File: src/rtl/core/swtsu_pkg.sv
// Shared types and constants for the sleep/wake time-slice unit.
`default_nettype none

package swtsu_pkg;

    localparam int NUM_PROCS_DEF = 16;

    localparam logic [15:0] SLICE_RESET = 16'd10;
    localparam logic [9:0]  TPSU_RESET  = 10'd100;

    localparam logic REG_SLICE = 1'b0;
    localparam logic REG_TPSU  = 1'b1;

    localparam logic [1:0] OP_TICK     = 2'd0;
    localparam logic [1:0] OP_SLEEP    = 2'd1;
    localparam logic [1:0] OP_DISPATCH = 2'd2;

    localparam logic [1:0] EV_WAKE    = 2'd0;
    localparam logic [1:0] EV_PREEMPT = 2'd1;
    localparam logic [1:0] EV_DONE    = 2'd2;

    typedef enum logic [2:0] {
        S_IDLE,
        S_SCAN,
        S_CHARGE,
        S_SLEEP,
        S_DISP,
        S_DONE
    } state_t;

    typedef struct packed {
        logic        adv;
        logic        clr_tok_sleep;
        logic        wr_wake;
        logic        clr_run;
        logic        wr_run;
        logic [31:0] wake_val;
        logic [15:0] run_val;
    } cell_cmd_t;

endpackage

`default_nettype wire

File: src/rtl/core/swtsu_if.sv
// Channel interfaces: input items, result words and configuration writes.
`default_nettype none

interface swtsu_in_if;
    logic        valid;
    logic        ready;
    logic [1:0]  op;
    logic [3:0]  proc_id;
    logic [15:0] sleep_units;

    modport source (output valid, output op, output proc_id, output sleep_units, input ready);
    modport sink (input valid, input op, input proc_id, input sleep_units, output ready);
endinterface

interface swtsu_out_if;
    logic       valid;
    logic       ready;
    logic [1:0] event_res;
    logic [3:0] event_proc;
    logic       last;

    modport source (output valid, output event_res, output event_proc, output last, input ready);
    modport sink (input valid, input event_res, input event_proc, input last, output ready);
endinterface

interface swtsu_cfg_if;
    logic        valid;
    logic        ready;
    logic        index;
    logic [15:0] data;

    modport source (output valid, output index, output data, input ready);
    modport sink (input valid, input index, input data, output ready);
endinterface

`default_nettype wire

File: src/rtl/core/swtsu_cell.sv
// Per-process cell: wake time, sleeping flag, run count and scan token stage.
`default_nettype none

module swtsu_cell (
    input  logic                  clk,
    input  logic                  rst_n,
    input  swtsu_pkg::cell_cmd_t  cmd,
    input  logic                  sel,
    input  logic                  token_in,
    input  logic [31:0]           tick_count,
    output logic                  token_out,
    output logic                  hit,
    output logic [15:0]           run_count
);

    logic        token_reg;
    logic        asleep_reg;
    logic [31:0] wake_at_reg;
    logic [15:0] run_count_reg;

    always_ff @(posedge clk or negedge rst_n)
    begin
        if (!rst_n)
        begin
            token_reg     <= 1'b0;
            asleep_reg    <= 1'b0;
            wake_at_reg   <= '0;
            run_count_reg <= '0;
        end
        else
        begin
            if (cmd.adv)
            begin
                token_reg <= token_in;
            end
            if (sel && cmd.wr_wake)
            begin
                wake_at_reg <= cmd.wake_val;
                asleep_reg  <= 1'b1;
            end
            else if (token_reg && cmd.clr_tok_sleep)
            begin
                asleep_reg <= 1'b0;
            end
            if (sel && cmd.clr_run)
            begin
                run_count_reg <= '0;
            end
            else if (sel && cmd.wr_run)
            begin
                run_count_reg <= cmd.run_val;
            end
        end
    end

    assign token_out = token_reg;
    assign hit       = token_reg && asleep_reg && (wake_at_reg == tick_count);
    assign run_count = run_count_reg;

endmodule

`default_nettype wire

File: src/rtl/core/sleep_wake_time_slice_unit.sv
// Top level of the sleep/wake time-slice unit: sequencer, counters and cell row.
//
// Channels: in_ch takes op/proc_id/sleep_units words, out_ch returns
// event_res/event_proc/last words, cfg takes register writes (index 0 is
// slice_ticks, index 1 is ticks_per_sleep_unit), always ready.
// Every input word produces zero or more wake/preempt words followed by one
// done word with last set.
// One word is processed at a time; in_ch.ready is high only when idle.
// Tick: the scan token walks the cell row one process per cycle while
// out_ch does not stall, followed by the charge and done steps. Sleep and
// dispatch pass through their own step then done; an unused op goes to done.
// Results leave through a single output register; while out_ch stalls the
// scan token holds on the hitting cell, so nothing is lost or repeated.
// Reset clears the tick counter, all wake times, sleep flags and run counts,
// marks no process running and loads the register defaults (10 and 100).
`default_nettype none

module sleep_wake_time_slice_unit #(
    parameter int NUM_PROCS = swtsu_pkg::NUM_PROCS_DEF
) (
    input  logic                clk,
    input  logic                rst_n,
    swtsu_in_if.sink            in_ch,
    swtsu_out_if.source         out_ch,
    swtsu_cfg_if.sink           cfg
);

    localparam int IDX_W = $clog2(NUM_PROCS);

    swtsu_pkg::state_t    state_reg;
    swtsu_pkg::state_t    state_next;
    swtsu_pkg::cell_cmd_t cmd;

    logic [15:0]      slice_reg;
    logic [9:0]       tpsu_reg;
    logic [31:0]      tick_count_reg;
    logic [25:0]      prod_reg;
    logic             run_valid_reg;
    logic [IDX_W-1:0] run_idx_reg;
    logic [IDX_W-1:0] scan_idx_reg;

    logic             out_valid_reg;
    logic [1:0]       out_res_reg;
    logic [3:0]       out_proc_reg;
    logic             out_last_reg;

    logic [NUM_PROCS:0]   tok;
    logic [NUM_PROCS-1:0] hit_vec;
    logic [NUM_PROCS-1:0] sel_vec;
    logic [15:0]          run_cnt [NUM_PROCS];

    logic        in_acc;
    logic        can_load;
    logic        scan_hit;
    logic        scan_last;
    logic        charging;
    logic [15:0] charge_val;
    logic        preempt;
    logic        stall;
    logic        load;
    logic [1:0]  load_res;
    logic [3:0]  load_proc;
    logic        load_last;
    logic [31:0] pid_w;

    assign in_ch.ready = (state_reg == swtsu_pkg::S_IDLE);
    assign in_acc      = in_ch.valid && in_ch.ready;
    assign cfg.ready   = 1'b1;
    assign can_load    = !out_valid_reg || out_ch.ready;
    assign scan_hit    = |hit_vec;
    assign scan_last   = (32'(scan_idx_reg) == 32'(NUM_PROCS - 1));
    assign charging    = run_valid_reg && (run_idx_reg != '0);
    assign charge_val  = run_cnt[run_idx_reg] + 16'd1;
    assign preempt     = charging && (charge_val == slice_reg);
    assign pid_w       = 32'(in_ch.proc_id);

    // Cell row
    assign tok[0] = in_acc && (in_ch.op == swtsu_pkg::OP_TICK);

    for (genvar i = 0; i < NUM_PROCS; i++)
    begin : g_cell
        assign sel_vec[i] = run_valid_reg && (32'(run_idx_reg) == i);

        swtsu_cell u_cell (
            .clk        (clk),
            .rst_n      (rst_n),
            .cmd        (cmd),
            .sel        (sel_vec[i]),
            .token_in   (tok[i]),
            .tick_count (tick_count_reg),
            .token_out  (tok[i+1]),
            .hit        (hit_vec[i]),
            .run_count  (run_cnt[i])
        );
    end

    // Next state
    always_comb
    begin
        state_next = state_reg;
        case (state_reg)
            swtsu_pkg::S_IDLE:
            begin
                if (in_acc)
                begin
                    case (in_ch.op)
                        swtsu_pkg::OP_TICK:     state_next = swtsu_pkg::S_SCAN;
                        swtsu_pkg::OP_SLEEP:    state_next = swtsu_pkg::S_SLEEP;
                        swtsu_pkg::OP_DISPATCH: state_next = swtsu_pkg::S_DISP;
                        default:                state_next = swtsu_pkg::S_DONE;
                    endcase
                end
            end
            swtsu_pkg::S_SCAN:
            begin
                if (!(scan_hit && !can_load) && scan_last)
                begin
                    state_next = swtsu_pkg::S_CHARGE;
                end
            end
            swtsu_pkg::S_CHARGE:
            begin
                if (!(preempt && !can_load))
                begin
                    state_next = swtsu_pkg::S_DONE;
                end
            end
            swtsu_pkg::S_SLEEP: state_next = swtsu_pkg::S_DONE;
            swtsu_pkg::S_DISP:  state_next = swtsu_pkg::S_DONE;
            swtsu_pkg::S_DONE:
            begin
                if (can_load)
                begin
                    state_next = swtsu_pkg::S_IDLE;
                end
            end
            default: state_next = swtsu_pkg::S_IDLE;
        endcase
    end

    // Outputs of the sequencer
    always_comb
    begin
        cmd           = '0;
        cmd.wake_val  = tick_count_reg + 32'(prod_reg);
        cmd.run_val   = charge_val;
        stall         = 1'b0;
        load          = 1'b0;
        load_res      = swtsu_pkg::EV_DONE;
        load_proc     = 4'd0;
        load_last     = 1'b0;
        case (state_reg)
            swtsu_pkg::S_IDLE:
            begin
                cmd.adv = 1'b1;
            end
            swtsu_pkg::S_SCAN:
            begin
                stall             = scan_hit && !can_load;
                cmd.adv           = !stall;
                cmd.clr_tok_sleep = scan_hit && !stall;
                load              = scan_hit && !stall;
                load_res          = swtsu_pkg::EV_WAKE;
                load_proc         = 4'(32'(scan_idx_reg));
            end
            swtsu_pkg::S_CHARGE:
            begin
                stall      = preempt && !can_load;
                cmd.wr_run = charging && !stall;
                load       = preempt && !stall;
                load_res   = swtsu_pkg::EV_PREEMPT;
                load_proc  = 4'(32'(run_idx_reg));
            end
            swtsu_pkg::S_SLEEP:
            begin
                cmd.wr_wake = 1'b1;
            end
            swtsu_pkg::S_DISP:
            begin
                cmd.clr_run = 1'b1;
            end
            swtsu_pkg::S_DONE:
            begin
                load      = can_load;
                load_res  = swtsu_pkg::EV_DONE;
                load_last = 1'b1;
            end
            default:
            begin
                cmd.adv = 1'b1;
            end
        endcase
    end

    always_ff @(posedge clk or negedge rst_n)
    begin
        if (!rst_n)
        begin
            state_reg      <= swtsu_pkg::S_IDLE;
            slice_reg      <= swtsu_pkg::SLICE_RESET;
            tpsu_reg       <= swtsu_pkg::TPSU_RESET;
            tick_count_reg <= '0;
            run_valid_reg  <= 1'b0;
            run_idx_reg    <= '0;
            scan_idx_reg   <= '0;
            out_valid_reg  <= 1'b0;
        end
        else
        begin
            state_reg <= state_next;

            if (cfg.valid)
            begin
                if (cfg.index == swtsu_pkg::REG_SLICE)
                begin
                    slice_reg <= cfg.data;
                end
                else
                begin
                    tpsu_reg <= cfg.data[9:0];
                end
            end

            if (in_acc)
            begin
                scan_idx_reg <= '0;
                case (in_ch.op)
                    swtsu_pkg::OP_TICK:
                    begin
                        tick_count_reg <= tick_count_reg + 32'd1;
                    end
                    swtsu_pkg::OP_DISPATCH:
                    begin
                        run_valid_reg <= (pid_w < 32'(NUM_PROCS));
                        run_idx_reg   <= pid_w[IDX_W-1:0];
                    end
                    default:
                    begin
                    end
                endcase
            end
            else if (state_reg == swtsu_pkg::S_SCAN && !stall)
            begin
                scan_idx_reg <= scan_idx_reg + IDX_W'(1);
            end

            if (state_reg == swtsu_pkg::S_SLEEP)
            begin
                run_valid_reg <= 1'b0;
            end
            if (state_reg == swtsu_pkg::S_CHARGE && preempt && !stall)
            begin
                run_valid_reg <= 1'b0;
            end

            if (load)
            begin
                out_valid_reg <= 1'b1;
            end
            else if (out_ch.ready)
            begin
                out_valid_reg <= 1'b0;
            end
        end
    end

    // Payload registers
    always_ff @(posedge clk)
    begin
        if (in_acc)
        begin
            prod_reg <= 26'(in_ch.sleep_units) * 26'(tpsu_reg);
        end
        if (load)
        begin
            out_res_reg  <= load_res;
            out_proc_reg <= load_proc;
            out_last_reg <= load_last;
        end
    end

    assign out_ch.valid      = out_valid_reg;
    assign out_ch.event_res  = out_res_reg;
    assign out_ch.event_proc = out_proc_reg;
    assign out_ch.last       = out_last_reg;

endmodule

`default_nettype wire
File: src/flat_wrapper.sv
// flat-port wrapper written by rule: the top's interface ports become plain ports
module sleep_wake_time_slice_unit_flat 
#(
    parameter int NUM_PROCS = swtsu_pkg::NUM_PROCS_DEF
)
  (clk, rst_n, in_ch_valid, in_ch_op, in_ch_proc_id, in_ch_sleep_units, in_ch_ready, out_ch_valid, out_ch_event_res, out_ch_event_proc, out_ch_last, out_ch_ready, cfg_valid, cfg_index, cfg_data, cfg_ready);
  swtsu_in_if in_ch_i ();
  swtsu_out_if out_ch_i ();
  swtsu_cfg_if cfg_i ();
  input  logic clk;
  input  logic rst_n;
  input wire logic [$bits(in_ch_i.valid)-1:0] in_ch_valid;
  input wire logic [$bits(in_ch_i.op)-1:0] in_ch_op;
  input wire logic [$bits(in_ch_i.proc_id)-1:0] in_ch_proc_id;
  input wire logic [$bits(in_ch_i.sleep_units)-1:0] in_ch_sleep_units;
  output wire logic [$bits(in_ch_i.ready)-1:0] in_ch_ready;
  output wire logic [$bits(out_ch_i.valid)-1:0] out_ch_valid;
  output wire logic [$bits(out_ch_i.event_res)-1:0] out_ch_event_res;
  output wire logic [$bits(out_ch_i.event_proc)-1:0] out_ch_event_proc;
  output wire logic [$bits(out_ch_i.last)-1:0] out_ch_last;
  input wire logic [$bits(out_ch_i.ready)-1:0] out_ch_ready;
  input wire logic [$bits(cfg_i.valid)-1:0] cfg_valid;
  input wire logic [$bits(cfg_i.index)-1:0] cfg_index;
  input wire logic [$bits(cfg_i.data)-1:0] cfg_data;
  output wire logic [$bits(cfg_i.ready)-1:0] cfg_ready;
  assign in_ch_i.valid = in_ch_valid;
  assign in_ch_i.op = in_ch_op;
  assign in_ch_i.proc_id = in_ch_proc_id;
  assign in_ch_i.sleep_units = in_ch_sleep_units;
  assign in_ch_ready = in_ch_i.ready;
  assign out_ch_valid = out_ch_i.valid;
  assign out_ch_event_res = out_ch_i.event_res;
  assign out_ch_event_proc = out_ch_i.event_proc;
  assign out_ch_last = out_ch_i.last;
  assign out_ch_i.ready = out_ch_ready;
  assign cfg_i.valid = cfg_valid;
  assign cfg_i.index = cfg_index;
  assign cfg_i.data = cfg_data;
  assign cfg_ready = cfg_i.ready;
  sleep_wake_time_slice_unit #(.NUM_PROCS(NUM_PROCS)) u_core (.clk(clk), .rst_n(rst_n), .in_ch(in_ch_i), .out_ch(out_ch_i), .cfg(cfg_i));
endmodule
File: config.mk
export PLATFORM = sky130hd
export DESIGN_NAME = sleep_wake_time_slice_unit_flat
export DESIGN_NICKNAME = d
export VERILOG_FILES = /design/src/rtl/core/swtsu_pkg.sv /design/src/rtl/core/swtsu_if.sv /design/src/rtl/core/swtsu_cell.sv /design/src/rtl/core/sleep_wake_time_slice_unit.sv /design/src/flat_wrapper.sv
export SDC_FILE = /design/constraint.sdc
export NUM_CORES = 2
export LEC_CHECK = 0
export ABC_AREA = 0
export CAP_MARGIN = 10
export CORE_UTILIZATION = 45
export DETAILED_ROUTE_END_ITERATION = 10
export DONT_BUFFER_PORTS = 1
export PLACE_DENSITY = 0.63
export SYNTH_ARGS = -nofsm -noshare
export SYNTH_HDL_FRONTEND = slang
export SYNTH_SLANG_ARGS = --single-unit
File: constraint.sdc
create_clock -name clk -period 10.1 [get_ports clk]
set_input_delay 0 -clock clk [delete_from_list [all_inputs] [get_ports clk]]
set_output_delay 0 -clock clk [all_outputs]
set_load 0.005 [all_outputs]
* Yosys cells after proc, flatten, opt, wreduce, memory -nomap -nowiden
Index checks and enable logic that the tools add are counted.
Word-level totals: bits of input ports 44, output and inout bits 10, flip-flop bits (word level) 904, logic and storage cells 400
Operators by class: $lt $le $gt $ge 2, equality and inequality tests 44, multiply operators 1, muxes and demuxes 91, reduce and logical (&&, ||, !) cells 180, add/sub/neg operators 4, bitwise logic cells 2
Operators with widths (number):
- $mux 16 | 34
- $eq 32x32->1 | 16
- $logic_and 1x1->1 | 125
- $reduce_bool 2->1 | 34
- $bmux 16 s4 | 1
- $mux 1 | 43
- $eq 4x4->1 const B | 9
- $add 32x1->32 const B | 1
- $add 32x26->32 | 1
- $mul 16x10->26 | 1
- $add 16x1->16 const B | 1
- $eq 16x16->1 | 1
- $eq 4x3->1 const B | 4
- $reduce_or 16->1 | 1
- $pmux 3 s5 | 1
- $mux 3 | 4
- $reduce_and 2->1 | 5
- $pmux 3 s3 | 1
- $eq 4x2->1 const B | 2
- $mux 4 | 2
- $pmux 4 s2 | 1
- $eq 3x2->1 const B | 2
- $eq 3x3->1 const B | 2
- $reduce_bool 3->1 | 2
- 23 further kinds | 30

* Longest topological paths before layout
word-level depth 14, mapped depth 25, depth with buffers taken out 23

* Modules after synthesis
A second synthesis with hierarchy kept.
Unflattened totals: cell total of the unflattened synthesis 4389, area total of the unflattened synthesis 50010.5 um^2
Modules (own cells, without submodules):
- swtsu_cell | seq. area each 1251.2 um^2, area an instance 2273.4 um^2, cells each 187, times used 16
- sleep_wake_time_slice_unit | seq. area each 2773.9 um^2, area an instance 13635.6 um^2, cells each 1397, times used 1

* Worst setup path before layout
Ideal clock, no wire load.
kind reg2reg, start register u_core.tpsu_reg[1], end register u_core.prod_reg[23] (data pin), library setup time 0.258 ns, path slack 4.069 ns, period minus slack after synthesis 6.031 ns, data arrival time 5.773 ns, required time 9.842 ns, path buffers 2, cell stages (with the launch flop) 26, cell sequence dfrtp_1 clkbuf_1 clkbuf_1 nand2_1 fa_1 inv_1 fa_1 inv_1 fa_1 inv_1 fa_1 inv_1 fa_1 inv_1 ha_1 and4_1 a211oi_1 o21ai_0 a41oi_1 a21oi_1 a21o_1 a31oi_1 a21oi_1 a41oi_1 nor2b_1 xnor2_1
Between the ends: longest elaborated chain between the ends 1
RTL lines:
- start, declared | RTL line sleep_wake_time_slice_unit.sv:35 | logic [9:0] tpsu_reg;
- start signal, assigned | RTL line sleep_wake_time_slice_unit.sv:201 | tpsu_reg <= swtsu_pkg::TPSU_RESET;
- start signal, assigned | RTL line sleep_wake_time_slice_unit.sv:220 | tpsu_reg <= cfg.data[9:0];
- $mul 16x10->26 | RTL line sleep_wake_time_slice_unit.sv:272 | prod_reg <= 26'(in_ch.sleep_units) * 26'(tpsu_reg);
- end signal, assigned | RTL line sleep_wake_time_slice_unit.sv:272
- end, declared | RTL line sleep_wake_time_slice_unit.sv:37 | logic [25:0] prod_reg;
Every way passes these cells. A chain may end at the register's enable or synchronous reset.

* Worst setup path after layout
Ends and elaborated chain as after synthesis.

==> summary.txt <==
DIE AREA: 0.113 mm²
First-pass GRT wire length: 237000 µm
Peak supply drop: 0.000298 V
Finished Cell Area: 0.0561 mm²
Fraction of registers with async set/reset: 96.3%
DR WL met2: 72700 µm
Postcts setup bufs: 0
Place WS: 3.73 ns
Root Buffer: clkbuf_16
Unrepaired setup endpoints after global routing: no
Port Buffers: 0
Crit-path slowest cell: dfrtp_1
Mapped Avg Cell Area: 10.3 µm²
Worst-path clk slew: 0.06 ns
Avg WL per Cell: 24.8 µm
Cell breakdown of the critical path: nand2_1 -> fa_1 -> inv_1 -> fa_1 -> inv_1 -> fa_1 -> inv_1 -> fa_1 -> inv_1 -> fa_1 -> inv_1 -> ha_1 -> and4_1 -> a211oi_1 -> o21ai_0 -> a41oi_1 -> a21oi_1 -> a21o_1 -> a31oi_1 -> a21oi_1 -> a41oi_1 -> nor2b_1 -> xnor2_1
GPL Wtd Cong: 0.951
Detailed placement HPWL: 99400 µm
Static leakage: 27.8 nW
Worst min path class: primary input to flop
Drt initial violations: 3714
Grt ovf: 0
Max Cap Viol: 0
Slew at the pin closest to its max-slew limit: 1.36 ns
Netlist cell types: 80
Buf/Inv on CP: 5
Die X: 336 µm
Worst setup SP type: flop
Pwr dens: 263 mW/mm²
Final period utilization: 63.9%
Yosys reg bits: 904
Initial core utilization: 45.4%
Final Skew: 0.0371 ns
CTS tree: yes
Seq/Total Area, Yosys: 45.4%
WL met3: 12400 µm
I/O pins: 54
First drt pass iteration count: 5
Commonest non-fill, non-tap cell in the layout: nand2_1
Cell area after placement: 0.0520 mm²
Vias/cell: 5.75
Metal-1 WL: 65700 µm
Status: complete, no violations
Achievable clock frequency: 155 MHz
DRC Markers: 0
Area delta synth->final: 11.7%
CP endpoint kind: flop
Most frequent cells in the layout: nand2_1 (867), dfrtp_1 (862), xor2_1 (474), o21ai_0 (443), mux2_2 (277)
Final setup TNS: 0 ns
Util after Layout: 50.7%
Worst slew margin: 9.05%
Mapped Area: 0.0502 mm²
Max incr delay on CP: 0.67 ns
Critical path data arrival time: 6.90 ns
Post-synth EDFFs: 33
Hold Vio Cnt, Final: 0
Chip height: 336 µm
Crit Path Class: flop to flop
Tot GR Track Use: 28.4%
Max reg flops: 512
Post-route setup slack: 3.64 ns
TritonCTS sink count: 904
Cts bufs inserted: 100
Critical Path Fanout Max: 17
Largest net degree at the start of global routing: 872
Fraction of layout cells with a size suffix above 1: 14.2%
Synth Net Count: 5124
Crit-path leading delay family: adder cells
Setup violations, final: 0
Initial antenna violation count: 8
Synth warnings: 0
Post-DRT Antenna Nets: 0
Vias in the first global route: 36500
CP required: 10.55 ns
Core box area: 0.111 mm²
Synthesized instance count: 4879
Htree depth: 3
Longest Clk Path Bufs: 3
Synth Flop Type: dfrtp_1
DR vias: 36800
Rows: 122
Post-CTS Resized: 0
Max Slew Vio Count: 0
Clock Latency Late Sink: 0.71 ns
Final min period: 6.46 ns
Top Layer Used: met5
Fin nets: 5082
Final wirelength: 159000 µm
-- synth_stat cells (all sizes together) (8+ instances only) --
cell	n	share of area, %
nor4b	16	0.28
xnor2	121	2.1
xor2	487	8.5
nor3	50	0.52
edfxtp	33	2.0
nor4	199	2.8
nand2b	14	0.17
o21bai	10	0.15
nand2	875	6.5
a21o	18	0.27
a21oi	71	0.71
dfrtp	866	43
clkbuf	238	1.8
nand3	71	0.72
nand4b	14	0.24
or3	23	0.29
nand4	65	0.81
ha	90	2.2
nor2b	26	0.32
and4	9	0.16
o21ai	443	4.4
or2	8	0.10
mux2	313	7.1
and3	17	0.21
inv	152	1.1
mux4	64	2.9
a22oi	25	0.37
and2	112	1.4
buf	76	0.93
fa	111	4.4
nor2	160	1.2
-- cells by family after synthesis --
| kind of cell | after synthesis | synth area share, % |
|---|---|---|
| xor gates and xnor gates | 616 | 11.0 |
| DFF | 904 | 45.4 |
| adders and majority gates | 201 | 6.66 |
| muxes | 381 | 10.0 |
| and+or+nand+nor | 1683 | 16.2 |
| buffers and inverters | 466 | 3.85 |
| AOI/OAI and AO/OA | 627 | 6.92 |
| other | 1 | 0.00746 |
-- repair_timing --
action                                 CTS  global route
endpoints found under the hold margin  957           232
setup endpoints to repair                0             0
hold buffers                            59             2
-- power breakdown --
| group | total [mW] | switching (mW) | internal (mW) |
|---|---|---|---|
| Clock | 3.75 | 1.58 | 2.16 |
| Sequential | 4.78 | 0.481 | 4.30 |
| Combinational | 6.24 | 3.96 | 2.28 |
-- layer usage --
layer,vias up,GRT usage [%]
met5,-,0
met4,6,13.2
met3,407,5.06
met2,1532,45.2
met1,18400,37.9
li1,16500,-
-- worst register-to-register path: stages, from the launching register on --
cell and delay [ns]:
dfrtp_1 0.67, nand2_1 0.17, fa_1 0.57, inv_1 0.07, fa_1 0.51, inv_1 0.06
fa_1 0.53, inv_1 0.05, fa_1 0.47, inv_1 0.05, fa_1 0.47, inv_1 0.04
ha_1 0.33, and4_1 0.20, a211oi_1 0.20, o21ai_0 0.21, a41oi_1 0.36, a21oi_1 0.15
a21o_1 0.22, a31oi_1 0.23, a21oi_1 0.13, a41oi_1 0.28, nor2b_1 0.19, xnor2_1 0.07
-- worst paths after layout --
check | startpoint | to | slack, ns | cells after the start
setup reg to reg | u_core.tpsu_reg[1]$_DFFE_PN0P_ | u_core.prod_reg[23]$_DFFE_PP_ | 3.64 | 23
hold / removal | cfg_data[6] | u_core.tpsu_reg[6]$_DFFE_PN1P_ | 0.04 | 2
hold reg to reg | u_core.g_cell[9].u_cell.asleep_reg$_DFFE_PN0P_ | u_core.g_cell[9].u_cell.asleep_reg$_DFFE_PN0P_ | 0.48 | 2
setup / recovery | u_core.tpsu_reg[1]$_DFFE_PN0P_ | u_core.prod_reg[23]$_DFFE_PP_ | 3.64 | 23
min in group asynchronous | rst_n | u_core.g_cell[11].u_cell.wake_at_reg[18]$_DFFE_PN0P_ | 0.14 | 2
max in group asynchronous | rst_n | u_core.g_cell[0].u_cell.run_count[3]$_DFFE_PN0P_ | 7.23 | 4
-- stage by stage --
| step | power (mW) | hold WS (ns) | cells |
|---|---|---|---|
| 6_report | 14.8 | 0.0447 | 6409 |
| 5_1_grt | 15.6 | 0.0400 | 6408 |
| 4_1_cts | 14.7 | -0.977 | 6402 |
| 3_5_place_dp | 10.8 | -0.231 | 6158 |
| 3_3_place_gp | 10.8 | -0.224 | 6158 |
| 2_1_floorplan | 8.75 | -0.296 | 4879 |
-- final cells by class --
class | instances | area, µm²
sequential | 904 | 22800
tap | 1488 | 1860
clock inverter | 32 | 370
timing repair buffer | 170 | 1510
fill | 9891 | 54600
antenna | 1 | 2.50
clock buffer | 153 | 3010
multi-input combinational | 3509 | 26000
inverter | 152 | 571
No activity file was read; power rests on OpenSTA's default activity.
